$ cat src/hw/rtl/can_transceiver_mode_control_unit_defines.svh
// ---------------------------------------------------------------------------
// CAN transceiver mode control: assertion macros
// Shared concurrent assertion forms for the mode control RTL.
// ---------------------------------------------------------------------------
`ifndef CAN_TRANSCEIVER_MODE_CONTROL_UNIT_DEFINES_SVH
`define CAN_TRANSCEIVER_MODE_CONTROL_UNIT_DEFINES_SVH

// same-cycle implication
`define CANTRCV_ASSERT_NOW(lbl, ante, cons, msg) \
   lbl: assert property (@(posedge clock) disable iff (reset) (ante) |-> (cons)) \
      else $error(msg);

// next-cycle implication
`define CANTRCV_ASSERT_NEXT(lbl, ante, cons, msg) \
   lbl: assert property (@(posedge clock) disable iff (reset) (ante) |=> (cons)) \
      else $error(msg);

`endif

$ cat src/hw/rtl/cantrcv_pkg.sv
// ---------------------------------------------------------------------------
// CAN transceiver mode control package
// Mode, fault, command codes and payload types shared by the RTL.
// ---------------------------------------------------------------------------
package cantrcv_pkg;

   localparam logic [2:0] MODE_NORMAL      = 3'd0;
   localparam logic [2:0] MODE_LISTEN_ONLY = 3'd1;
   localparam logic [2:0] MODE_STANDBY     = 3'd2;
   localparam logic [2:0] MODE_GO_TO_SLEEP = 3'd3;
   localparam logic [2:0] MODE_SLEEP       = 3'd4;

   localparam logic [2:0] FLAG_NONE          = 3'd0;
   localparam logic [2:0] FLAG_BUS_FAILURE   = 3'd1;
   localparam logic [2:0] FLAG_LOCAL_FAILURE = 3'd2;
   localparam logic [2:0] FLAG_POWER_ON      = 3'd3;
   localparam logic [2:0] FLAG_WAKE_UP       = 3'd4;

   localparam logic [1:0] PIN_STATUS_RESET      = 2'd0;
   localparam logic [1:0] PIN_STATUS_SET        = 2'd1;
   localparam logic [1:0] PIN_STATUS_READ_ERROR = 2'd2;

   localparam logic [1:0] WAKE_BY_PIN   = 2'd0;
   localparam logic [1:0] WAKE_BY_BUS   = 2'd2;
   localparam logic [1:0] WAKE_ERROR    = 2'd3;

   typedef enum logic [1:0] {
      CMD_SET_MODE    = 2'd0,
      CMD_GET_MODE    = 2'd1,
      CMD_WAKE_REASON = 2'd2,
      CMD_DIAGNOSE    = 2'd3
   } cmd_type;

   typedef struct packed {
      logic [1:0] command;
      logic [2:0] requested_mode;
      logic [1:0] error_pin_status;
   } req_type;

   typedef struct packed {
      logic       ok;
      logic [2:0] reported_mode;
      logic       standby_pin;
      logic       enable_pin;
      logic       wake_pin;
      logic [2:0] fault_flag;
      logic       flag_is_set;
      logic [1:0] wake_reason;
      logic       wake_callout;
      logic       mode_indication;
   } rsp_type;

endpackage

$ cat src/hw/rtl/cantrcv_mode_core.sv
// ---------------------------------------------------------------------------
// CAN transceiver mode core
// Mode/fault state registers and the single-pass command logic.
// ---------------------------------------------------------------------------
`include "can_transceiver_mode_control_unit_defines.svh"

module cantrcv_mode_core
   import cantrcv_pkg::*;
(
   input  logic    clock,
   input  logic    reset,
   input  logic    advance,
   input  logic    interface_ready,
   input  req_type req,
   output rsp_type rsp
);

   logic [2:0] cur_mode_ff, cur_mode_in;
   logic [2:0] prev_mode_ff, prev_mode_in;
   logic [2:0] rep_mode_ff, rep_mode_in;
   logic [2:0] fault_ff, fault_in;
   logic       flag_ff, flag_in;
   logic       stb_ff, stb_in;
   logic       en_ff, en_in;
   logic       wake_ff, wake_in;

   logic       set_accept;
   logic       set_stb, set_en, set_wake;
   logic       ok;
   logic [1:0] reason;
   logic       callout;
   logic       indication;

   always_comb begin
      set_accept = 1'b0;
      set_stb    = stb_ff;
      set_en     = en_ff;
      set_wake   = wake_ff;
      case (req.requested_mode)
         MODE_NORMAL: begin
            set_accept = (cur_mode_ff != MODE_NORMAL);
            set_stb    = 1'b1;
            set_en     = 1'b1;
         end
         MODE_LISTEN_ONLY: begin
            set_accept = (cur_mode_ff != MODE_LISTEN_ONLY);
            set_stb    = 1'b1;
            set_en     = 1'b0;
         end
         MODE_GO_TO_SLEEP: begin
            set_accept = 1'b1;
            set_stb    = 1'b0;
            set_en     = 1'b1;
            set_wake   = 1'b1;
         end
         MODE_STANDBY: begin
            set_accept = (cur_mode_ff != MODE_STANDBY);
            set_stb    = 1'b0;
            set_en     = 1'b0;
         end
         default: begin
            set_accept = 1'b0;
         end
      endcase
   end

   always_comb begin
      cur_mode_in  = cur_mode_ff;
      prev_mode_in = prev_mode_ff;
      rep_mode_in  = rep_mode_ff;
      fault_in     = fault_ff;
      flag_in      = flag_ff;
      stb_in       = stb_ff;
      en_in        = en_ff;
      wake_in      = wake_ff;
      ok           = 1'b0;
      reason       = WAKE_BY_PIN;
      callout      = 1'b0;
      indication   = 1'b0;
      case (req.command)
         CMD_SET_MODE: begin
            if (interface_ready && set_accept) begin
               ok           = 1'b1;
               indication   = 1'b1;
               prev_mode_in = cur_mode_ff;
               cur_mode_in  = req.requested_mode;
               rep_mode_in  = req.requested_mode;
               stb_in       = set_stb;
               en_in        = set_en;
               wake_in      = set_wake;
            end
         end
         CMD_GET_MODE: begin
            ok = interface_ready;
         end
         CMD_WAKE_REASON: begin
            ok          = 1'b1;
            cur_mode_in = rep_mode_ff;
            if (rep_mode_ff == MODE_LISTEN_ONLY) begin
               reason = WAKE_BY_PIN;
            end else if (rep_mode_ff == MODE_STANDBY) begin
               reason = WAKE_BY_BUS;
               if (req.error_pin_status == PIN_STATUS_SET) begin
                  flag_in = 1'b1;
               end else if (req.error_pin_status == PIN_STATUS_RESET) begin
                  flag_in = 1'b0;
               end
            end else begin
               reason = WAKE_ERROR;
            end
         end
         CMD_DIAGNOSE: begin
            if (req.error_pin_status == PIN_STATUS_RESET) begin
               flag_in = 1'b0;
               ok      = 1'b1;
            end else if (req.error_pin_status == PIN_STATUS_SET) begin
               flag_in = 1'b1;
               case (cur_mode_ff)
                  MODE_NORMAL: begin
                     ok = 1'b1;
                     if (prev_mode_ff == MODE_LISTEN_ONLY) begin
                        fault_in = FLAG_WAKE_UP;
                        callout  = 1'b1;
                     end else begin
                        fault_in = FLAG_BUS_FAILURE;
                     end
                  end
                  MODE_LISTEN_ONLY: begin
                     if (prev_mode_ff == MODE_NORMAL) begin
                        fault_in = FLAG_LOCAL_FAILURE;
                        ok       = 1'b1;
                     end else if (prev_mode_ff != MODE_LISTEN_ONLY) begin
                        fault_in = FLAG_POWER_ON;
                        ok       = 1'b1;
                     end
                  end
                  MODE_STANDBY, MODE_GO_TO_SLEEP,
                  MODE_SLEEP: begin
                     ok = 1'b1;
                  end
                  default: begin
                     ok = 1'b0;
                  end
               endcase
            end
         end
         default: begin
            ok = 1'b0;
         end
      endcase
   end

   always_ff @(posedge clock) begin
      if (reset) begin
         cur_mode_ff  <= MODE_STANDBY;
         prev_mode_ff <= MODE_STANDBY;
         rep_mode_ff  <= MODE_STANDBY;
         fault_ff     <= FLAG_NONE;
         flag_ff      <= 1'b0;
         stb_ff       <= 1'b0;
         en_ff        <= 1'b0;
         wake_ff      <= 1'b0;
      end else if (advance) begin
         cur_mode_ff  <= cur_mode_in;
         prev_mode_ff <= prev_mode_in;
         rep_mode_ff  <= rep_mode_in;
         fault_ff     <= fault_in;
         flag_ff      <= flag_in;
         stb_ff       <= stb_in;
         en_ff        <= en_in;
         wake_ff      <= wake_in;
      end
   end

   assign rsp.ok              = ok;
   assign rsp.reported_mode   = rep_mode_in;
   assign rsp.standby_pin     = stb_in;
   assign rsp.enable_pin      = en_in;
   assign rsp.wake_pin        = wake_in;
   assign rsp.fault_flag      = fault_in;
   assign rsp.flag_is_set     = flag_in;
   assign rsp.wake_reason     = reason;
   assign rsp.wake_callout    = callout;
   assign rsp.mode_indication = indication;

   `CANTRCV_ASSERT_NOW(a_ind_needs_ready, advance && indication,
      interface_ready && ok, "mode indication without ready interface")
   `CANTRCV_ASSERT_NEXT(a_set_syncs_modes, advance && indication,
      cur_mode_ff == rep_mode_ff, "current and reported mode differ after set")
   `CANTRCV_ASSERT_NOW(a_callout_flag, advance && callout,
      fault_in == FLAG_WAKE_UP && flag_in, "wake callout without wake-up flag")
   `CANTRCV_ASSERT_NEXT(a_hold_on_stall, !advance,
      $stable(cur_mode_ff) && $stable(fault_ff) && $stable(rep_mode_ff),
      "state moved without a command")

endmodule

$ cat src/hw/rtl/can_transceiver_mode_control_unit.sv
// ---------------------------------------------------------------------------
// CAN transceiver mode control unit
// Command register, mode core and response register with valid/ready.
//
//   channel | ports                 | handshake
//   --------+-----------------------+-----------------------
//   command | req_valid/ready/data  | valid/ready transfer
//   result  | rsp_valid/ready/data  | valid/ready transfer
//   config  | csr_write_enable/data | single-cycle write
//
// A command is held in the command register, its result in the result
// register. Throughput: one command per cycle while the result is not
// stalled; mode state updates as the command enters the result register.
// Reset clears all mode state, pins, flags and the ready bit.
// A stalled result holds one command in the command register.
// ---------------------------------------------------------------------------
module can_transceiver_mode_control_unit
   import cantrcv_pkg::*;
(
   input  logic    clock,
   input  logic    reset,
   input  logic    req_valid,
   output logic    req_ready,
   input  req_type req_data,
   output logic    rsp_valid,
   input  logic    rsp_ready,
   output rsp_type rsp_data,
   input  logic    csr_write_enable,
   input  logic    csr_write_data
);

   logic    req_valid_ff, req_valid_in;
   req_type req_data_ff;
   logic    rsp_valid_ff, rsp_valid_in;
   rsp_type rsp_data_ff;
   logic    ready_ff;
   logic    advance;
   rsp_type core_rsp;

   assign advance      = req_valid_ff && (!rsp_valid_ff || rsp_ready);
   assign req_ready    = !req_valid_ff || advance;
   assign req_valid_in = (req_valid && req_ready) || (req_valid_ff && !advance);
   assign rsp_valid_in = advance || (rsp_valid_ff && !rsp_ready);

   always_ff @(posedge clock) begin
      if (reset) begin
         req_valid_ff <= 1'b0;
         rsp_valid_ff <= 1'b0;
         ready_ff     <= 1'b0;
      end else begin
         req_valid_ff <= req_valid_in;
         rsp_valid_ff <= rsp_valid_in;
         if (csr_write_enable) begin
            ready_ff <= csr_write_data;
         end
      end
   end

   always_ff @(posedge clock) begin
      if (req_valid && req_ready) begin
         req_data_ff <= req_data;
      end
      if (advance) begin
         rsp_data_ff <= core_rsp;
      end
   end

   cantrcv_mode_core u_core (
      .clock           (clock),
      .reset           (reset),
      .advance         (advance),
      .interface_ready (ready_ff),
      .req             (req_data_ff),
      .rsp             (core_rsp)
   );

   assign rsp_valid = rsp_valid_ff;
   assign rsp_data  = rsp_data_ff;

endmodule
$ cat config.mk
export PLATFORM = sky130hd
export DESIGN_NAME = can_transceiver_mode_control_unit
export DESIGN_NICKNAME = d
export VERILOG_FILES = /design/src/hw/rtl/cantrcv_pkg.sv /design/src/hw/rtl/cantrcv_mode_core.sv /design/src/hw/rtl/can_transceiver_mode_control_unit.sv
export VERILOG_INCLUDE_DIRS = /design/src /design/src/hw/rtl
export SDC_FILE = /design/constraint.sdc
export NUM_CORES = 1
export LEC_CHECK = 0
export BUFFER_PORTS_ARGS = -buffer_cell sky130_fd_sc_hd__buf_2
export CORE_MARGIN = 5
export CORE_UTILIZATION = 45
export DETAILED_ROUTE_END_ITERATION = 8
export PLACE_DENSITY_LB_ADDON = 0.3
export SETUP_SLACK_MARGIN = 0.02
export SYNTH_ARGS = -nofsm -noshare
export SYNTH_HDL_FRONTEND = slang
export SYNTH_SLANG_ARGS = --single-unit
$ cat constraint.sdc
create_clock -name clock -period 1.9 [get_ports clock]
set_input_delay 0.38 -clock clock [delete_from_list [all_inputs] [get_ports clock]]
set_output_delay 0.38 -clock clock [all_outputs]
set_load 0.01 [all_outputs]
==> metrics.txt <==
ys async rst share=0%; DRC=0; gp weighted congestion=approximately 0.85; I/O pin count=30; fin crit share=90.9%; pin count of the biggest net entering global routing=26; final-stage net count=approximately 220; vias per cell=5.55; ratio of cells with drive above 1 in the final layout=27.6%; Max FO, Critical Path=12; Antenna Cells=0; RSZ-0062 raised after global routing=no; Synth Warn #=0; htree depth=2; Root Driver=clkbuf_8; Post-CTS Setup Inserts=0; FP Rows=23; area occupied by multi-input gates=766 um2; Die Y=74.8 um; total wire length=3690 um; Worst-Margin Slew=561 ps; Static Leak=0.829 nW; first-pass GRT wire length=6110 um; CTS Buf Count=5; Total GRT Usage=14.8%; CP Launch Type=flop; via count=around 1,400; Max IR drop VDD=0.434 mV; Initial Utilization=46.8%; sequential cell area=0.00104 mm2; worst hold path class=input port to flop; critical path arrival=1790 ps; vias in the first global route=1,344; clock slew at reported path FFs=80 ps; sum of negative setup slack=0 ps; GR Overflow Total=0; Achievable Freq=579 MHz; post-detail-place hpwl=2680 um; CP Data Required Time=1960 ps; Core ar.=0.00403 mm2; initial antenna violation count=0; hold_buf cts=0; top cells by area, synth=edfxtp_1 (35%), dfxtp_1 (20%), nand2_1 (3.8%), a21oi_1 (3.2%), nor2_1 (3.2%); Slew HR=between 60% and 70%; Seq/Total Area, Yosys=between 50% and 60%; clock buffer depth=2; max-cap viol count=0; First-pass DRT Iterations=4; library cells used by synthesis=45; min cycle time layout=1730 ps; power per cell area=765 mW/mm2; post-synthesis cell count=174; final hold viol count=0; total die area=0.00559 mm2; Die W=about 75 um; dominant synthesized flop cell=edfxtp_1; DR WL/cell=~14 um; Synth area leader=edfxtp_1; CTS tree=built; Syn Nets=187; Layout Area Growth over Synthesis=15.5%; 1st-iter DRT viols=130; CTS Sinks=41; final setup fails=0; Synth Register Bits=just over 40; WS Path Type=flop to flop; area share of the largest cell type after synthesis=35.0%; overall power=1.67 mW; Post-Synthesis Cell Area=0.00189 mm2; number of flops mapped to enable cells by yosys=22; Worst Skew=10.5 ps; crit end category=flop; number of fill cells=395; outcome=finished clean; Final Max Slew Viols=0; worst skew pair latency=300 ps; Post-DRT Antenna Nets=0; Mean Syn Cell Area=around 11 um2; Resize count post-CTS=0; PortBufs=29
[routing by layer]
| layer | global-route usage [%] | up-vias | share of wire [%] |
|---|---|---|---|
| met5 | 0 | - | 0 |
| met4 | 8.50 | 0 | 3.4 |
| met3 | 4.67 | 12 | 8.1 |
| met2 | 24.4 | 61 | 49 |
| met1 | 16.9 | 664 | 40 |
| li1 | - | 706 | - |
[stage by stage]
| step | area [um2] | instances | hold WS, ps | setup WS (ps) | util [%] |
|---|---|---|---|---|---|
| global route | 2180 | 260 | 253 | 35.6 | 54.1 |
| detailed placement | 2100 | 252 | 446 | 159 | 52.0 |
| CTS | 2180 | 260 | 246 | 161 | 54.1 |
| global placement | 2100 | 252 | 441 | 212 | 52.0 |
| finish | 2180 | 260 | 255 | 174 | 54.1 |
| floorplan | 1890 | 174 | 429 | 305 | - |
[sequential cells by signal, indices dropped and copies added, names as in the netlist]
register and cells:
req_valid_ff 1, u_core.prev_mode_ff 3, u_core.fault_ff 3, u_core.cur_mode_ff 3, u_core.rep_mode_ff 3, rsp_valid 1, u_core.flag_ff 1, req_data_ff 7
rsp_data 15, u_core.wake_ff 1, u_core.stb_ff 1, ready_ff 1, u_core.en_ff 1
[synthesized netlist by cell type (3+ instances only)]
master	number
a21oi_1	12
a31oi_1	4
buf_2	4
buf_6	3
dfxtp_1	19
edfxtp_1	22
mux2_2	3
mux2i_1	3
nand2_1	19
nand2b_1	4
nand3_1	5
nor2_1	16
nor2b_1	5
nor3_1	4
o211ai_1	4
o21a_1	3
o21ai_0	5
o21ai_1	4
[worst max-delay path: stages, from the launching register on]
cell	delay (ps)
edfxtp_1	490
nor4b_2	380
o221ai_4	260
inv_4	180
nand2_1	80
o21a_1	100
[cell type report]
cell class | count | area share, %
Clock inverter | 2 | 0.460
Clock buffer | 6 | 3.33
Sequential cell | 41 | 47.8
Multi-Input combinational cell | 120 | 35.2
Inverter | 3 | 0.632
Timing Repair Buffer | 38 | 9.76
Tap cell | 50 | 2.87
[cell usage in the layout, fill, tap and decap left out, drive strengths merged, types with 2 or more instances in the layout]
cell	Yosys	routed
xnor2	2	2
nand2	19	19
mux2i	3	3
buf	7	38
o211ai	4	4
nor4	2	2
nor3b	2	2
and2	2	2
or3	2	2
nand2b	4	4
nor2b	5	5
nor2	16	16
mux2	3	3
a21oi	12	12
clkinv	0	2
dfxtp	19	19
xor2	2	2
o21a	3	3
edfxtp	22	22
nor3	5	5
clkbuf	3	6
nand3	5	5
o21ai	9	9
inv	3	3
o311a	2	2
a31oi	5	5
nand4bb	2	2
[power breakdown]
| part | switching [mW] | internal, mW |
|---|---|---|
| clock | 0.291 | 0.254 |
| sequential | 0.0184 | 0.963 |
| combinational | 0.0817 | 0.0582 |
| total | 0.391 | 1.28 |
[worst paths after layout]
kind                               start                     endpoint  slack [ps]  cells past startpoint
min                          req_data[2]     req_data_ff[2]$_DFFE_PP_         250                      1
min reg2reg  u_core.wake_ff$_SDFFE_PP0P_  u_core.wake_ff$_SDFFE_PP0P_         460                      2
max             req_data_ff[5]$_DFFE_PP_       rsp_data[10]$_DFFE_PP_         170                      5
max reg2reg     req_data_ff[5]$_DFFE_PP_       rsp_data[10]$_DFFE_PP_         170                      5
[cell families after synthesis]
kind of cell | count (synthesis) | share of synthesized area [%]
AO/OA/AOI/OAI | 41 | 15.5
XOR/XNOR | 4 | 1.86
buffers and inverters | 13 | 4.24
flip-flops | 41 | 55.2
multiplexers | 6 | 3.38
AND/OR/NAND/NOR | 69 | 19.9
Note: power is estimated with default switching activity, not from simulation.
